===== src/rtl/core/vsat_pkg.sv =====
`timescale 1ns / 1ps
`default_nettype none

package vsat_pkg;

  localparam int unsigned DOT_W  = 9;
  localparam int unsigned ADDR_W = 15;

  localparam logic [DOT_W-1:0] DOTS_PER_LINE    = 9'd341;
  localparam logic [DOT_W-1:0] LAST_LINE        = 9'd261;
  localparam logic [DOT_W-1:0] VBLANK_LINE      = 9'd242;
  localparam logic [DOT_W-1:0] RENDER_LAST_LINE = 9'd240;

  typedef enum logic [1:0] {
    OP_TICK  = 2'd0,
    OP_READ  = 2'd1,
    OP_WRITE = 2'd2
  } op_t;

  localparam logic [2:0] REG_CTRL   = 3'd0;
  localparam logic [2:0] REG_MASK   = 3'd1;
  localparam logic [2:0] REG_STATUS = 3'd2;
  localparam logic [2:0] REG_SCROLL = 3'd5;
  localparam logic [2:0] REG_ADDR   = 3'd6;
  localparam logic [2:0] REG_DATA   = 3'd7;

  typedef struct packed {
    logic coarse_x;
    logic v_copy;
    logic y_step;
    logic h_copy;
    logic status_clr;
    logic vbl_set;
    logic frame;
  } tick_evt_t;

endpackage

`default_nettype wire


===== src/rtl/core/vsat_if.sv =====
`timescale 1ns / 1ps
`default_nettype none

interface vsat_req_if;
  logic       valid;
  logic       ready;
  logic [1:0] op;
  logic [2:0] reg_select;
  logic [7:0] write_data;

  modport source (output valid, op, reg_select, write_data, input ready);
  modport sink (input valid, op, reg_select, write_data, output ready);
endinterface

interface vsat_rsp_if;
  logic        valid;
  logic        ready;
  logic [7:0]  read_data;
  logic [14:0] vram_addr;
  logic [2:0]  fine_x_out;
  logic        mem_write;
  logic        nmi_pulse;
  logic        frame_done;
  logic [8:0]  dot_out;
  logic [8:0]  line_out;

  modport source (output valid, read_data, vram_addr, fine_x_out, mem_write, nmi_pulse,
                  frame_done, dot_out, line_out, input ready);
  modport sink (input valid, read_data, vram_addr, fine_x_out, mem_write, nmi_pulse,
                frame_done, dot_out, line_out, output ready);
endinterface

`default_nettype wire


===== src/rtl/core/vsat_timing.sv =====
`timescale 1ns / 1ps
`default_nettype none

module vsat_timing #(
  parameter logic [vsat_pkg::DOT_W-1:0] DOTS_PER_LINE = vsat_pkg::DOTS_PER_LINE,
  parameter logic [vsat_pkg::DOT_W-1:0] LAST_LINE     = vsat_pkg::LAST_LINE
) (
  input  wire logic                          clk,
  input  wire logic                          rst,
  input  wire logic                          tick,
  input  wire logic                          rendering,
  output vsat_pkg::tick_evt_t                evt,
  output logic [vsat_pkg::DOT_W-1:0]         dot_next,
  output logic [vsat_pkg::DOT_W-1:0]         line_next
);

  logic [vsat_pkg::DOT_W-1:0] dot;
  logic [vsat_pkg::DOT_W-1:0] line;
  logic                       odd_frame;
  logic                       odd_frame_next;

  logic                     render_line;
  logic                     active;
  logic                     fetch_window;
  logic                     skip;
  logic [vsat_pkg::DOT_W:0] dot_inc;
  logic [vsat_pkg::DOT_W:0] line_inc;

  always_comb begin
    render_line  = (line <= vsat_pkg::RENDER_LAST_LINE);
    active       = tick && render_line && rendering;
    fetch_window = ((dot >= 9'd2) && (dot < 9'd258)) || ((dot >= 9'd321) && (dot < 9'd338));

    evt.coarse_x   = active && fetch_window && (dot[2:0] == 3'd0);
    evt.v_copy     = active && (line == 9'd0) && (dot >= 9'd280) && (dot < 9'd305);
    evt.y_step     = active && (dot == 9'd256);
    evt.h_copy     = active && (dot == 9'd257);
    evt.status_clr = tick && render_line && (line == 9'd0) && (dot == 9'd1);
    evt.vbl_set    = tick && (line == vsat_pkg::VBLANK_LINE) && (dot == 9'd1);
    skip           = active && (line == 9'd1) && (dot == 9'd0) && odd_frame;

    dot_inc        = skip ? 10'd2 : ({1'b0, dot} + 10'd1);
    line_inc       = {1'b0, line};
    evt.frame      = 1'b0;
    odd_frame_next = odd_frame;
    dot_next       = dot;
    line_next      = line;
    if (tick) begin
      if (dot_inc >= {1'b0, DOTS_PER_LINE}) begin
        dot_inc  = '0;
        line_inc = {1'b0, line} + 10'd1;
        if (line_inc > {1'b0, LAST_LINE}) begin
          line_inc       = '0;
          evt.frame      = 1'b1;
          odd_frame_next = ~odd_frame;
        end
      end
      dot_next  = dot_inc[vsat_pkg::DOT_W-1:0];
      line_next = line_inc[vsat_pkg::DOT_W-1:0];
    end
  end

  always_ff @(posedge clk) begin
    if (rst) begin
      dot       <= '0;
      line      <= '0;
      odd_frame <= 1'b0;
    end else begin
      dot       <= dot_next;
      line      <= line_next;
      odd_frame <= odd_frame_next;
    end
  end

endmodule

`default_nettype wire


===== src/rtl/core/vsat_regs.sv =====
`timescale 1ns / 1ps
`default_nettype none

module vsat_regs (
  input  wire logic                           clk,
  input  wire logic                           rst,
  input  wire logic                           fire,
  input  wire logic [1:0]                     op,
  input  wire logic [2:0]                     reg_select,
  input  wire logic [7:0]                     write_data,
  input  wire vsat_pkg::tick_evt_t            evt,
  output logic                                rendering,
  output logic [vsat_pkg::ADDR_W-1:0]         addr_next,
  output logic [2:0]                          fine_x_next,
  output logic [7:0]                          read_data,
  output logic                                mem_write,
  output logic                                nmi_pulse
);

  logic [7:0]                  control_reg;
  logic [7:0]                  mask_reg;
  logic                        vblank;
  logic                        write_toggle;
  logic [2:0]                  fine_x;
  logic [vsat_pkg::ADDR_W-1:0] temp_address;
  logic [vsat_pkg::ADDR_W-1:0] current_address;

  logic [7:0]                  control_reg_next;
  logic [7:0]                  mask_reg_next;
  logic                        vblank_next;
  logic                        write_toggle_next;
  logic [vsat_pkg::ADDR_W-1:0] temp_address_next;

  function automatic logic [14:0] step_coarse_x(input logic [14:0] a);
    logic [14:0] r;
    if (a[4:0] == 5'd31) begin
      r = {a[14:5], 5'd0} ^ 15'h0400;
    end else begin
      r = a + 15'd1;
    end
    return r;
  endfunction

  function automatic logic [14:0] step_y(input logic [14:0] a);
    logic [14:0] r;
    logic [4:0]  cy;
    r  = a;
    cy = a[9:5];
    if (a[14:12] != 3'd7) begin
      r[14:12] = a[14:12] + 3'd1;
    end else begin
      r[14:12] = 3'd0;
      if (cy == 5'd29) begin
        cy    = 5'd0;
        r[11] = ~r[11];
      end else if (cy == 5'd31) begin
        cy = 5'd0;
      end else begin
        cy = cy + 5'd1;
      end
      r[9:5] = cy;
    end
    return r;
  endfunction

  always_comb begin
    rendering         = |mask_reg[4:3];
    control_reg_next  = control_reg;
    mask_reg_next     = mask_reg;
    vblank_next       = vblank;
    write_toggle_next = write_toggle;
    fine_x_next       = fine_x;
    temp_address_next = temp_address;
    addr_next         = current_address;
    read_data         = 8'd0;
    mem_write         = 1'b0;
    nmi_pulse         = 1'b0;

    unique case (op)
      vsat_pkg::OP_TICK: begin
        if (evt.coarse_x) begin
          addr_next = step_coarse_x(addr_next);
        end
        if (evt.v_copy) begin
          addr_next = (addr_next & 15'h041F) | (temp_address & 15'h7BE0);
        end
        if (evt.y_step) begin
          addr_next = step_y(addr_next);
        end
        if (evt.h_copy) begin
          addr_next = (addr_next & 15'h7BE0) | (temp_address & 15'h041F);
        end
        if (evt.status_clr) begin
          vblank_next = 1'b0;
        end
        if (evt.vbl_set) begin
          vblank_next = 1'b1;
          nmi_pulse   = control_reg[7];
        end
      end
      vsat_pkg::OP_READ: begin
        if (reg_select == vsat_pkg::REG_STATUS) begin
          read_data         = {vblank, 7'd0};
          vblank_next       = 1'b0;
          write_toggle_next = 1'b0;
        end
      end
      vsat_pkg::OP_WRITE: begin
        unique case (reg_select)
          vsat_pkg::REG_CTRL: control_reg_next = write_data;
          vsat_pkg::REG_MASK: mask_reg_next = write_data;
          vsat_pkg::REG_SCROLL: begin
            if (!write_toggle) begin
              fine_x_next            = write_data[2:0];
              temp_address_next[4:0] = write_data[7:3];
            end else begin
              temp_address_next[14:12] = write_data[2:0];
              temp_address_next[9:5]   = write_data[7:3];
            end
            write_toggle_next = ~write_toggle;
          end
          vsat_pkg::REG_ADDR: begin
            if (!write_toggle) begin
              temp_address_next[14:8] = {1'b0, write_data[5:0]};
            end else begin
              temp_address_next[7:0] = write_data;
              addr_next              = {temp_address[14:8], write_data};
            end
            write_toggle_next = ~write_toggle;
          end
          vsat_pkg::REG_DATA: begin
            mem_write = 1'b1;
            addr_next = current_address + (control_reg[2] ? 15'd32 : 15'd1);
          end
          default: begin
          end
        endcase
      end
      default: begin
      end
    endcase
  end

  always_ff @(posedge clk) begin
    if (rst) begin
      control_reg     <= '0;
      mask_reg        <= '0;
      vblank          <= 1'b0;
      write_toggle    <= 1'b0;
      fine_x          <= '0;
      temp_address    <= '0;
      current_address <= '0;
    end else if (fire) begin
      control_reg     <= control_reg_next;
      mask_reg        <= mask_reg_next;
      vblank          <= vblank_next;
      write_toggle    <= write_toggle_next;
      fine_x          <= fine_x_next;
      temp_address    <= temp_address_next;
      current_address <= addr_next;
    end
  end

endmodule

`default_nettype wire


===== src/rtl/core/video_scroll_address_timing_core.sv =====
`timescale 1ns / 1ps
`default_nettype none

// Channel  Dir  Fields
// req      in   op, reg_select, write_data
// rsp      out  read_data, vram_addr, fine_x_out, mem_write, nmi_pulse, frame_done,
//               dot_out, line_out
//
// One transaction per clock while rsp is not stalled; req passes the input and result registers.
// The input register feeds the timing and scroll logic, whose outputs load the result register.
// Reset clears counters, scroll address pair, fine X, toggle, vblank, control and mask.
// A stalled rsp holds the result; req keeps flowing while the input register can drain.

module video_scroll_address_timing_core #(
  parameter logic [vsat_pkg::DOT_W-1:0] DOTS_PER_LINE = vsat_pkg::DOTS_PER_LINE,
  parameter logic [vsat_pkg::DOT_W-1:0] LAST_LINE     = vsat_pkg::LAST_LINE
) (
  input wire logic clk,
  input wire logic rst,
  vsat_req_if.sink   req,
  vsat_rsp_if.source rsp
);

  logic       in_vld;
  logic [1:0] in_op;
  logic [2:0] in_sel;
  logic [7:0] in_data;
  logic       out_vld;
  logic       adv;
  logic       tick;

  vsat_pkg::tick_evt_t         evt;
  logic                        rendering;
  logic [vsat_pkg::DOT_W-1:0]  dot_next;
  logic [vsat_pkg::DOT_W-1:0]  line_next;
  logic [vsat_pkg::ADDR_W-1:0] addr_next;
  logic [2:0]                  fine_x_next;
  logic [7:0]                  read_data;
  logic                        mem_write;
  logic                        nmi_pulse;

  assign adv       = in_vld && (!out_vld || rsp.ready);
  assign req.ready = !in_vld || adv;
  assign tick      = adv && (in_op == vsat_pkg::OP_TICK);
  assign rsp.valid = out_vld;

  vsat_timing #(
    .DOTS_PER_LINE (DOTS_PER_LINE),
    .LAST_LINE     (LAST_LINE)
  ) u_timing (
    .clk       (clk),
    .rst       (rst),
    .tick      (tick),
    .rendering (rendering),
    .evt       (evt),
    .dot_next  (dot_next),
    .line_next (line_next)
  );

  vsat_regs u_regs (
    .clk         (clk),
    .rst         (rst),
    .fire        (adv),
    .op          (in_op),
    .reg_select  (in_sel),
    .write_data  (in_data),
    .evt         (evt),
    .rendering   (rendering),
    .addr_next   (addr_next),
    .fine_x_next (fine_x_next),
    .read_data   (read_data),
    .mem_write   (mem_write),
    .nmi_pulse   (nmi_pulse)
  );

  always_ff @(posedge clk) begin
    if (rst) begin
      in_vld  <= 1'b0;
      out_vld <= 1'b0;
    end else begin
      if (req.ready) begin
        in_vld <= req.valid;
      end
      if (adv) begin
        out_vld <= 1'b1;
      end else if (rsp.ready) begin
        out_vld <= 1'b0;
      end
    end
    if (req.valid && req.ready) begin
      in_op   <= req.op;
      in_sel  <= req.reg_select;
      in_data <= req.write_data;
    end
    if (adv) begin
      rsp.read_data  <= read_data;
      rsp.vram_addr  <= addr_next;
      rsp.fine_x_out <= fine_x_next;
      rsp.mem_write  <= mem_write;
      rsp.nmi_pulse  <= nmi_pulse;
      rsp.frame_done <= evt.frame;
      rsp.dot_out    <= dot_next;
      rsp.line_out   <= line_next;
    end
  end

  a_nmi_at_vblank: assert property (@(posedge clk) disable iff (rst)
    (rsp.valid && rsp.nmi_pulse) |->
      (rsp.line_out == vsat_pkg::VBLANK_LINE) && (rsp.dot_out == 9'd2))
    else $error("nmi pulse away from vblank start");

  a_frame_at_origin: assert property (@(posedge clk) disable iff (rst)
    (rsp.valid && rsp.frame_done) |-> (rsp.line_out == 9'd0) && (rsp.dot_out == 9'd0))
    else $error("frame done away from counter wrap");

  a_dot_in_range: assert property (@(posedge clk) disable iff (rst)
    rsp.valid |-> (rsp.dot_out < DOTS_PER_LINE) &&
                  (rsp.line_out <= LAST_LINE))
    else $error("dot or line counter out of range");

  a_write_no_tick: assert property (@(posedge clk) disable iff (rst)
    (rsp.valid && rsp.mem_write) |-> !rsp.nmi_pulse && !rsp.frame_done)
    else $error("memory write together with tick event");

endmodule

`default_nettype wire

===== src/flat_wrapper.sv =====
// flat-port wrapper written by rule: the top's interface ports become plain ports
module video_scroll_address_timing_core_flat 
#(
  parameter logic [vsat_pkg::DOT_W-1:0] DOTS_PER_LINE = vsat_pkg::DOTS_PER_LINE,
  parameter logic [vsat_pkg::DOT_W-1:0] LAST_LINE     = vsat_pkg::LAST_LINE
)
  (clk, rst, req_valid, req_op, req_reg_select, req_write_data, req_ready, rsp_valid, rsp_read_data, rsp_vram_addr, rsp_fine_x_out, rsp_mem_write, rsp_nmi_pulse, rsp_frame_done, rsp_dot_out, rsp_line_out, rsp_ready);
  vsat_req_if req_i ();
  vsat_rsp_if rsp_i ();
  input wire logic clk;
  input wire logic rst;
  input wire logic [$bits(req_i.valid)-1:0] req_valid;
  input wire logic [$bits(req_i.op)-1:0] req_op;
  input wire logic [$bits(req_i.reg_select)-1:0] req_reg_select;
  input wire logic [$bits(req_i.write_data)-1:0] req_write_data;
  output wire logic [$bits(req_i.ready)-1:0] req_ready;
  output wire logic [$bits(rsp_i.valid)-1:0] rsp_valid;
  output wire logic [$bits(rsp_i.read_data)-1:0] rsp_read_data;
  output wire logic [$bits(rsp_i.vram_addr)-1:0] rsp_vram_addr;
  output wire logic [$bits(rsp_i.fine_x_out)-1:0] rsp_fine_x_out;
  output wire logic [$bits(rsp_i.mem_write)-1:0] rsp_mem_write;
  output wire logic [$bits(rsp_i.nmi_pulse)-1:0] rsp_nmi_pulse;
  output wire logic [$bits(rsp_i.frame_done)-1:0] rsp_frame_done;
  output wire logic [$bits(rsp_i.dot_out)-1:0] rsp_dot_out;
  output wire logic [$bits(rsp_i.line_out)-1:0] rsp_line_out;
  input wire logic [$bits(rsp_i.ready)-1:0] rsp_ready;
  assign req_i.valid = req_valid;
  assign req_i.op = req_op;
  assign req_i.reg_select = req_reg_select;
  assign req_i.write_data = req_write_data;
  assign req_ready = req_i.ready;
  assign rsp_valid = rsp_i.valid;
  assign rsp_read_data = rsp_i.read_data;
  assign rsp_vram_addr = rsp_i.vram_addr;
  assign rsp_fine_x_out = rsp_i.fine_x_out;
  assign rsp_mem_write = rsp_i.mem_write;
  assign rsp_nmi_pulse = rsp_i.nmi_pulse;
  assign rsp_frame_done = rsp_i.frame_done;
  assign rsp_dot_out = rsp_i.dot_out;
  assign rsp_line_out = rsp_i.line_out;
  assign rsp_i.ready = rsp_ready;
  video_scroll_address_timing_core #(.DOTS_PER_LINE(DOTS_PER_LINE), .LAST_LINE(LAST_LINE)) u_core (.clk(clk), .rst(rst), .req(req_i), .rsp(rsp_i));
endmodule

===== config.mk =====
export PLATFORM = sky130hd
export DESIGN_NAME = video_scroll_address_timing_core_flat
export DESIGN_NICKNAME = d
export VERILOG_FILES = /design/src/rtl/core/vsat_pkg.sv /design/src/rtl/core/vsat_if.sv /design/src/rtl/core/vsat_timing.sv /design/src/rtl/core/vsat_regs.sv /design/src/rtl/core/video_scroll_address_timing_core.sv /design/src/flat_wrapper.sv
export SDC_FILE = /design/constraint.sdc
export NUM_CORES = 1
export LEC_CHECK = 0
export ABC_CLOCK_PERIOD_IN_PS = 4500
export BUFFER_PORTS_ARGS = -buffer_cell sky130_fd_sc_hd__buf_2
export CAP_MARGIN = 25
export CORE_MARGIN = 1
export CORE_UTILIZATION = 30
export CTS_CLUSTER_DIAMETER = 60
export DETAILED_ROUTE_END_ITERATION = 7
export PLACE_DENSITY_LB_ADDON = 0.1
export REMOVE_ABC_BUFFERS = 1
export SLEW_MARGIN = 20
export SYNTH_ARGS = -nofsm -noshare
export SYNTH_HDL_FRONTEND = slang
export SYNTH_SLANG_ARGS = --single-unit
export TNS_END_PERCENT = 30

===== constraint.sdc =====
create_clock -name clk -period 4.5 [get_ports clk]
set_input_delay 0.45 -clock clk [delete_from_list [all_inputs] [get_ports clk]]
set_output_delay 0.45 -clock clk [all_outputs]
set_load 0.02 [all_outputs]

==> run_results.csv, run 1 <==
group,metric,value,unit
hold_path,hold_end,"u_core.in_data[5]",
logic_synthesis,seq_area_frac_synth,40.9,%
timing,final-setup-viol-count,0,
setup_path,worstPathRequired,4660,ps
run_status,status,"finished, violations left",
setup_path,rrSetupSlack,370,ps
placed_design,routabilityCongestion,0.889,
placed_design,place_inst,1095,
run_status,violations,"design-rule violations",
power,ir_drop,0.216,mV
setup_path,critical_path.max_stage_delay,480,ps
global_route,grt-ovfl-total,0,
clock_network,clock_sinks,113,
setup_path,cp_cell_sequence,"inv_1 -> ha_1 -> or3b_4 -> a2111oi_4 -> nor4b_4 -> and4b_4 -> nand4_1 -> xor2_1 -> a21oi_1 -> ha_1 -> nand2_2 -> nor4b_4 -> a21oi_1 -> o211ai_1 -> nand2b_1",
floorplan,die-area,23300,µm²
hold_path,hold_path.class,"input pin to flop",
clock_network,htreeDepth,4,
routing,routed_wl,21.2,mm
job,maxCapViolations,0,
layout,area_growth_syn_to_layout,16.0,%
layout,instances_no_fill,1128,
logic_synthesis,synth_top_family_by_area,"simple AND/OR/NAND/NOR gates",
floorplan,die_h,153,µm
setup_path,endpoint_kind,"flop",
timing,worst_slack,370,ps
setup_path,cp.arrival,4290,ps
logic_synthesis,synthFlopType,"dfxtp_1",
timing,skew,8.12,ps
clock_network,cts_tree,"yes",
routing,drtIter0Drc,346,
routing,vias,6122,
floorplan,coreArea,22000,µm²
logic_synthesis,syn_avg_cell_area,8.59,µm²
setup_path,cp_slowest_cell,"a2111oi_4",
timing,finalHoldViolations,0,
logic_synthesis,synth_edf_count,53,
clock_network,cts_inserted_buffers,17,
routing,wl_per_cell,18.8,µm
hold_path,min_from,"req_write_data[5]",
logic_synthesis,synth_cells,794,
routing,drc,2,
logic_synthesis,synthAdderAreaFrac,2.93,%
logic_synthesis,synthSimpleGateAreaFrac,26.5,%
timing,max_slew_margin,33.9,%
floorplan,pin_count,66,
layout,seq_area,2790,µm²
global_route,antenna_found_initial,0,
logic_synthesis,postSynth.asyncResetShare,0,%
logic_synthesis,ys_warn_count,0,
setup_path,worstSetupStartpointType,"flop",
logic_synthesis,synthMuxAreaShare,2.92,%
clock_network,clkTransAtPathRegs,60,ps
global_route,grt_max_degree,41,
floorplan,die_w,153,µm
layout,multiInputGateArea,3720,µm²
hold_path,hold_depth,1,
floorplan,rows,54,
timing,fin_hold_ws,205,ps
logic_synthesis,syn_area,6820,µm²
logic_synthesis,synth_top_area_share,23.3,%
logic_synthesis,ys_seq_elements,113,
clock_network,worst_skew_pair.late_latency,420,ps
timing,setup_tns,0,ps
setup_path,crit_type,"flop to flop",
clock_network,clockBufferDepth,2,
placed_design,portBuffers,58,
layout,nNetsFinal,868,
timing,max_freq,242,MHz
logic_synthesis,synth_xor_area_share,2.20,%
timing,post-route-period-util,91.8,%
routing,viasPerCell,5.43,
setup_path,path_max_fanout,5,
logic_synthesis,netlist.top_cell.by_area,"edfxtp_1",
clock_network,root_buffer,"clkbuf_16",
placed_design,dp_hpwl,15.6,mm
timing,finalMaxSlewViolations,0,
logic_synthesis,synth_common_cells,"89 x nor2_1, 86 x nand2_1, 60 x dfxtp_1, 53 x edfxtp_1, 46 x o21ai_0",
timing,worst_pin_slew,983,ps
layout,fill_cells,2274,
timing,layout_min_cycle_time,4130,ps
global_route,grtUsageTotal,18.7,%
placed_design,pre_cts_ws,393,ps
clock_network,post_cts_buffers,0,
logic_synthesis,synth.most_common_cell,"nor2_1",
logic_synthesis,synth_area_leaders,"edfxtp_1 23%, dfxtp_1 18%, nor2_1 4.9%, nand2_1 4.7%, o21ai_0 3.4%",
timing,rsz0062_at_grt,"false",
clock_network,cts_resized,0,
routing,ant_nets,0,
global_route,grt_pass1_wl,33.7,mm
layout,reg_top3,"u_core.rsp.vram_addr x15, u_core.u_regs.current_address x15, u_core.u_regs.temp_address x15",
layout,post-route-util,35.9,%
setup_path,worst_r2r_path_depth,15,
setup_path,r2r_start,"u_core.u_timing.line[0]",
logic_synthesis,ys_types,81,
layout,drive_above_1_share,15.4,%
global_route,grt_pass1_vias,5994,
routing,dr.pass1.iters,8,
clock_network,cts_hold_buffers,0,
power,p_per_area,345,nW/µm²
setup_path,timing.rr.end,"u_core.rsp.vram_addr[8]",
power,leakage,0.00297,µW
logic_synthesis,synth-compound-area-share,19.6,%
floorplan,start_util,31.0,%
layout,antenna_cells,0,
[cell usage in the layout (no fill, tap or decap), types with 8 or more instances in the layout]
| cell type | count |
|---|---|
| nor2_1 | 89 |
| nand2_1 | 86 |
| dfxtp_1 | 60 |
| buf_2 | 59 |
| edfxtp_1 | 53 |
| o21ai_0 | 46 |
| nand3_1 | 43 |
| a21oi_1 | 41 |
| nor3_1 | 34 |
| inv_1 | 18 |
| clkbuf_16 | 17 |
| and2_1 | 16 |
| ha_1 | 16 |
| nand2b_1 | 15 |
| and3_1 | 15 |
| a31oi_1 | 15 |
| o211ai_1 | 14 |
| buf_4 | 14 |
| mux2i_1 | 12 |
| nor4_1 | 10 |
| xnor2_1 | 8 |
| a311oi_1 | 8 |
[worst max-delay path by stage]
| stage | from | end | slack, ps | cells past startpoint |
|---|---|---|---|---|
| 6_report | u_core.u_timing.line[0] | u_core.rsp.vram_addr[8] | 370 | 15 |
| 3_3_place_gp | u_core.u_timing.line[0] | u_core.rsp.vram_addr[8] | 490 | 16 |
| 2_1_floorplan | u_core.rsp.valid | u_core.rsp.vram_addr[8] | -140 | 15 |
| 4_1_cts | u_core.u_timing.line[0] | u_core.rsp.vram_addr[8] | 380 | 15 |
| 3_5_place_dp | u_core.u_timing.line[0] | u_core.rsp.vram_addr[8] | 390 | 15 |
| 5_1_grt | u_core.u_timing.line[0] | u_core.rsp.vram_addr[8] | 0.7 | 16 |
[final cells by class]
| class | instances | area share, % |
|---|---|---|
| clock buffer | 17 | 5.37 |
| clock inverter | 15 | 2.01 |
| inverter | 19 | 0.901 |
| multi-input combinational | 611 | 47.0 |
| sequential | 113 | 35.3 |
| tap | 280 | 4.43 |
| timing repair buffer | 73 | 5.06 |
[through the flow]
step | total power, µW | area, µm²
5_1_grt | 2850 | 7920
6_report | 2730 | 7920
3_3_place_gp | 1400 | 7330
2_1_floorplan | 1310 | 6580
4_1_cts | 2770 | 7910
3_5_place_dp | 1410 | 7330
[logic make-up (layout without fill, tap and decap cells)]
logic type,count (synthesis),in the layout
flip-flops,113,113
other,1,7
buffers and inverters,76,124
AO/OA/AOI/OAI,196,196
adder cells (fa/ha/maj),16,16
AND/OR/NAND/NOR,358,358
multiplexers,19,19
XOR/XNOR,15,15
[power by group]
part / internal (µW) / switching, µW
combinational: 74.4 / 153
clock: 819 / 529
sequential: 1120 / 40.0
[per-layer routing]
metal  share of wire (%)  GRT usage, %
met1                  44          23.1
met2                  49          32.2
met3                 4.8          3.90
met4                 1.8          6.64
met5                   0             0
[critical path, delay by kind of cell, from the launching register on]
| family | cells | cell delay (ps) |
|---|---|---|
| and+or+nand+nor | 7 | 1820 |
| AOI/OAI and AO/OA | 4 | 960 |
| DFF | 1 | 350 |
| buffers and inverters | 1 | 120 |
| xor gates and xnor gates | 1 | 180 |
| adders and majority gates | 2 | 440 |
(Power assumes the default switching activity.)
==> run 2, diff against run 1 <==
--- a/config.mk
+++ b/config.mk
@@ -12,10 +12,9 @@
 export CORE_UTILIZATION = 30
 export CTS_CLUSTER_DIAMETER = 60
 export DETAILED_ROUTE_END_ITERATION = 7
-export PLACE_DENSITY_LB_ADDON = 0.1
+export PLACE_DENSITY_LB_ADDON = 0.2
 export REMOVE_ABC_BUFFERS = 1
-export SLEW_MARGIN = 20
+export SLEW_MARGIN = 10
 export SYNTH_ARGS = -nofsm -noshare
 export SYNTH_HDL_FRONTEND = slang
 export SYNTH_SLANG_ARGS = --single-unit
-export TNS_END_PERCENT = 30
==> run 2 against run 1 <==
Critical path depth stayed put. Largest cell class unchanged. Combinational power is 2% lower. The flow still finishes with violations (design-rule violations). Critical endpoint unchanged. Critical path type unchanged. Cell count hardly changed.
==> run_results.csv, run 2 (synthesis results as in run 1) <==
group,metric,value,unit
timing,finalMaxSlewViolations,0,
placed_design,place_inst,1097,
power,switchingPower,701,µW
global_route,grt_use_met3,4.21,%
setup_path,cp.arrival,4310,ps
layout,design_area,7990,µm²
clock_network,cts_resized,0,
timing,finalHoldViolations,0,
layout,nNetsFinal,869,
layout,final_common_cell,"nor2_1",
floorplan,die-area,23300,µm²
clock_network,root_buffer,"clkbuf_16",
timing,worst_slack,363,ps
power,ir_drop,0.229,mV
setup_path,worstSetupStartpointType,"flop",
routing,vias,6091,
floorplan,pin_count,66,
setup_path,path_max_fanout,5,
hold_path,hold_path.class,"input pin to flop",
floorplan,rows,54,
run_status,violations,"design-rule violations",
routing,dr.pass1.iters,8,
setup_path,critical_path.max_stage_delay,480,ps
setup_path,endpoint_kind,"flop",
global_route,grt_max_degree,42,
timing,max_freq,242,MHz
routing,drc,3,
power,p_per_area,361,nW/µm²
clock_network,clockBufferDepth,2,
global_route,grt.busiest_layer,"met2",
routing,routed_wl,20.5,mm
setup_path,cp-startpoint,"u_core.u_timing.line[0]",
timing,setup_tns,0,ps
setup_path,rrSetupSlack,360,ps
global_route,grtUsageTotal,17.9,%
clock_network,cts_tree,"yes",
global_route,grt-ovfl-total,0,
power,p_seq_share,40.2,%
timing,rsz0062_at_grt,"false",
floorplan,coreArea,22000,µm²
setup_path,r2r_start,"u_core.u_timing.line[0]",
global_route,use_met1,22.9,%
power,p_clk_share,52.1,%
timing,final-setup-viol-count,0,
global_route,use_met2,28.9,%
setup_path,worstPathRequired,4680,ps
routing,wl_per_cell,18.2,µm
setup_path,cp_slowest_cell,"a2111oi_4",
run_status,status,"finished, violations left",
timing,post-route-period-util,91.9,%
clock_network,worst_skew_pair.late_latency,430,ps
setup_path,worst_r2r_path_depth,15,
routing,viasPerCell,5.40,
floorplan,die_w,153,µm
setup_path,crit_type,"flop to flop",
layout,reg_top3,"u_core.rsp.vram_addr x15, u_core.u_regs.current_address x15, u_core.u_regs.temp_address x15",
layout,drive_above_1_share,15.7,%
global_route,grt_pass1_vias,5611,
global_route,grt_pass1_wl,32.1,mm
power,leakage,0.00300,µW
clock_network,cts_inserted_buffers,17,
routing,drtIter0Drc,393,
layout,antenna_cells,0,
timing,worst_pin_slew,980,ps
timing,skew,7.50,ps
timing,layout_min_cycle_time,4140,ps
placed_design,routabilityCongestion,0.915,
clock_network,clkTransAtPathRegs,60,ps
placed_design,pre_cts_ws,375,ps
placed_design,placed_area,7340,µm²
setup_path,cp_cell_sequence,"inv_1 -> ha_1 -> or3b_4 -> a2111oi_4 -> nor4b_4 -> and4b_4 -> nand4_1 -> xor2_1 -> a21oi_1 -> ha_1 -> nand2_2 -> nor4b_4 -> a21oi_1 -> o211ai_1 -> nand2b_1",
clock_network,cts_hold_buffers,0,
timing,fin_hold_ws,192,ps
clock_network,htreeDepth,4,
power,switching_share,24.3,%
global_route,antenna_found_initial,0,
clock_network,clock_sinks,113,
placed_design,portBuffers,58,
power,combinationalPowerShare,7.7,%
floorplan,die_h,153,µm
floorplan,start_util,31.0,%
timing,max_slew_margin,34.2,%
power,internal-power,2180,µW
placed_design,dp_hpwl,14.6,mm
setup_path,timing.rr.end,"u_core.rsp.vram_addr[8]",
setup_path,crit_path_end,"u_core.rsp.vram_addr[8]",
routing,ant_nets,0,
layout,final_cell_mix,"89 x nor2_1, 86 x nand2_1, 60 x dfxtp_1, 58 x buf_2, 53 x edfxtp_1",
clock_network,post_cts_buffers,0,
layout,area_growth_syn_to_layout,17.2,%
job,maxCapViolations,0,
layout,instances_no_fill,1129,
## run 2: cell types whose count changed in the layout (fill, tap and decap cells not counted), sizes merged
cell	change
bufinv	+3
clkinv	-3
inv	-3
clkinvlp	+2
buf	+1
clkbuf	+1
## run 2: worst min path at each step
| stage | startpoint | end | cells after the start |
|---|---|---|---|
| final | req_write_data[1] | u_core.in_data[1] | 1 |
| after floorplan | u_core.u_regs.vblank | u_core.u_regs.vblank | 2 |
| after detailed placement | u_core.u_regs.vblank | u_core.u_regs.vblank | 2 |
| after global placement | u_core.u_regs.vblank | u_core.u_regs.vblank | 2 |
| after CTS | req_write_data[1] | u_core.in_data[1] | 1 |
| after global routing | req_reg_select[2] | u_core.in_sel[2] | 1 |
## run 2: power groups by stage
stage                     Clock (µW)  Sequential, µW  Combinational (µW)
after floorplan                    0            1190                 114
after global placement             0            1180                 221
after detailed placement           0            1180                 223
after CTS                       1530            1160                 223
after global routing            1580            1170                 243
final                           1500            1160                 222
## run 2: worst max-delay path, delay by kind of cell, from the launching register on
| kind | cells | cell delay (ps) |
|---|---|---|
| adder cells (fa/ha/maj) | 2 | 440 |
| AO/OA/AOI/OAI | 4 | 990 |
| buffers and inverters | 1 | 130 |
| flip-flops | 1 | 340 |
| XOR/XNOR | 1 | 180 |
| AND/OR/NAND/NOR | 7 | 1790 |
## run 2: cell type report
cell class | instances | area, µm²
clock buffer | 18 | 439
clock inverter | 14 | 213
fill | 2319 | 14000
inverter | 19 | 71.3
multi-input combinational | 611 | 3720
sequential | 113 | 2790
tap | 280 | 350
timing repair buffer | 74 | 410
## run 2: per-stage QoR
step	total power, µW	utilization (%)
2_1_floorplan	1310	-
3_3_place_gp	1400	33.3
3_5_place_dp	1400	33.3
4_1_cts	2920	36.3
5_1_grt	2990	36.3
6_report	2890	36.3
## run 2: layer usage
metal | wire length, µm | vias to the layer above
met5 | 0 | -
met4 | 473 | 0
met3 | 937 | 37
met2 | 9620 | 160
met1 | 9470 | 2891
li1 | - | 3003
==> run 3, diff against run 2 <==
--- a/config.mk
+++ b/config.mk
@@ -5,13 +5,14 @@
 export SDC_FILE = /design/constraint.sdc
 export NUM_CORES = 1
 export LEC_CHECK = 0
-export ABC_CLOCK_PERIOD_IN_PS = 4500
+export ABC_CLOCK_PERIOD_IN_PS = 5300
 export BUFFER_PORTS_ARGS = -buffer_cell sky130_fd_sc_hd__buf_2
-export CAP_MARGIN = 25
+export CAP_MARGIN = 20
 export CORE_MARGIN = 1
 export CORE_UTILIZATION = 30
 export CTS_CLUSTER_DIAMETER = 60
 export DETAILED_ROUTE_END_ITERATION = 7
+export GPL_TIMING_DRIVEN = 0
 export PLACE_DENSITY_LB_ADDON = 0.2
 export REMOVE_ABC_BUFFERS = 1
 export SLEW_MARGIN = 10
==> constraint.sdc (replaced) <==
create_clock -name clk -period 5.3 [get_ports clk]
set_input_delay 0.53 -clock clk [delete_from_list [all_inputs] [get_ports clk]]
set_output_delay 0.53 -clock clk [all_outputs]
set_load 0.02 [all_outputs]
==> run 3 against run 2 <==
Sequential power decreased by 15%. The run still ends with design-rule violations left. Non-clock buffer count decreased by 13. Critical endpoint unchanged. Clock power decreased by 17%. Clock skew increased by 1.6 ps. Clock-buffer cell count unchanged. Core utilization decreased by 0.22 points. First-iteration DRC count decreased by 9.7%. Total power decreased by 16%. Worst setup slack improved by 280 ps.
==> run_results.csv, run 3 (synthesis results as in run 1) <==
group,metric,value,unit
routing,viasPerCell,5.36,
timing,finalMaxSlewViolations,0,
timing,final-setup-viol-count,0,
global_route,grtUsageTotal,17.2,%
setup_path,cp_slowest_cell,"nor3_2",
routing,dr_wl_met3,727,µm
clock_network,clock_sinks,113,
placed_design,portBuffers,58,
clock_network,cts_resized,0,
routing,routed_wl,19.6,mm
setup_path,critPathBufInv,5,
timing,worst_pin_slew,1010,ps
layout,final_common_cell,"nor2_1",
layout,drive_above_1_share,14.4,%
global_route,grt_max_degree,42,
setup_path,worstPathRequired,5470,ps
routing,wl_per_cell,17.6,µm
routing,top_layer,"met4",
global_route,grt-ovfl-total,0,
power,leakage,0.00296,µW
clock_network,clkTransAtPathRegs,60,ps
layout,final_cell_mix,"89 x nor2_1, 86 x nand2_1, 60 x dfxtp_1, 58 x buf_2, 53 x edfxtp_1",
layout,antenna_cells,0,
global_route,grt_pass1_vias,5545,
hold_path,min_from,"req_op[1]",
placed_design,routabilityCongestion,0.877,
timing,max_freq,215,MHz
routing,dr.pass1.iters,7,
floorplan,die_h,153,µm
routing,ant_nets,0,
power,p_per_area,305,nW/µm²
routing,drt-met1-wl,9.23,mm
setup_path,cp.arrival,4820,ps
timing,post-route-period-util,87.8,%
clock_network,cts_tree,"yes",
placed_design,dp_hpwl,14.2,mm
timing,rsz0062_at_grt,"false",
floorplan,start_util,31.0,%
setup_path,crit_type,"flop to flop",
timing,layout_min_cycle_time,4650,ps
clock_network,cts_hold_buffers,0,
floorplan,coreArea,22000,µm²
timing,max_slew_margin,32.4,%
power,ir_drop,0.228,mV
timing,finalHoldViolations,0,
floorplan,pin_count,66,
setup_path,endpoint_kind,"flop",
floorplan,die_w,153,µm
global_route,antenna_found_initial,0,
setup_path,critical_path.max_stage_delay,650,ps
run_status,violations,"design-rule violations",
setup_path,path_max_fanout,24,
layout,area_growth_syn_to_layout,16.5,%
timing,fin_hold_ws,275,ps
setup_path,cp_cell_sequence,"nor2b_1 -> nand2b_1 -> buf_16 -> inv_2 -> buf_16 -> buf_16 -> nand3_2 -> nor3_2 -> mux2i_1 -> inv_1 -> ha_1 -> ha_1 -> nand2_2 -> nor4b_4 -> a21oi_1 -> o211ai_1 -> nand2b_1",
setup_path,critPathTopFamily,"simple AND/OR/NAND/NOR gates",
routing,dr_wl_met2,9.38,mm
routing,drtIter0Drc,355,
hold_path,hold_path.class,"input pin to flop",
layout,instances_no_fill,1116,
clock_network,clockBufferDepth,2,
layout,fill_cells,2284,
setup_path,cp-startpoint,"u_core.rsp.valid",
floorplan,rows,54,
clock_network,cts_inserted_buffers,17,
setup_path,rrSetupSlack,650,ps
timing,setup_tns,0,ps
setup_path,worstSetupStartpointType,"flop",
layout,post-route-util,36.1,%
layout,nNetsFinal,856,
floorplan,die-area,23300,µm²
routing,vias,5984,
routing,drc,4,
clock_network,htreeDepth,4,
setup_path,path_common_cell,"buf_16",
setup_path,r2r_start,"u_core.rsp.valid",
timing,skew,9.13,ps
clock_network,post_cts_buffers,0,
run_status,status,"finished, violations left",
clock_network,worst_skew_pair.late_latency,430,ps
clock_network,root_buffer,"clkbuf_16",
placed_design,place_inst,1084,
layout,reg_top3,"u_core.rsp.vram_addr x15, u_core.u_regs.current_address x15, u_core.u_regs.temp_address x15",
global_route,grt_pass1_wl,31.2,mm
job,maxCapViolations,0,
run 3: cell types whose count changed in the layout (fill, tap and decap cells not counted), sizes merged:
cell / delta
buf: -13
bufinv: -1
clkinvlp: -3
inv: +4
run 3: layout make-up:
class / count / area [µm²] / area share [%]
inverters: 19 / 71.3 / 0.897
clock inverters: 14 / 203 / 2.55
repair buffers: 61 / 373 / 4.69
well taps: 280 / 350 / 4.41
clock buffers: 18 / 439 / 5.53
flip-flops and latches: 113 / 2790 / 35.1
multi-input cells: 611 / 3720 / 46.8
run 3: metal layers:
metal	vias up	track usage, %
li1	2986	-
met1	2834	22.3
met2	144	29.0
met3	20	3.19
met4	0	5.19
met5	-	0
run 3: power breakdown:
part	internal (µW)	switching [µW]	total (µW)
registers	948	41.3	990
clock network	806	445	1250
logic	64.6	119	183
run 3: path summary, 6_finish.rpt:
| path | cells past startpoint | end |
|---|---|---|
| setup / recovery | 17 | u_core.rsp.vram_addr[8] |
| hold / removal | 1 | u_core.in_op[1] |
| setup reg to reg | 17 | u_core.rsp.vram_addr[8] |
| hold reg to reg | 2 | u_core.u_regs.vblank |
run 3: through the flow:
step / setup slack [ps] / total power [µW] / instance area, µm²
after floorplan: 607 / 1110 / 6580
after global placement: -1340 / 1180 / 7220
after detailed placement: 339 / 1190 / 7300
after CTS: 553 / 2450 / 7950
after global routing: 227 / 2510 / 7950
final: 647 / 2420 / 7950
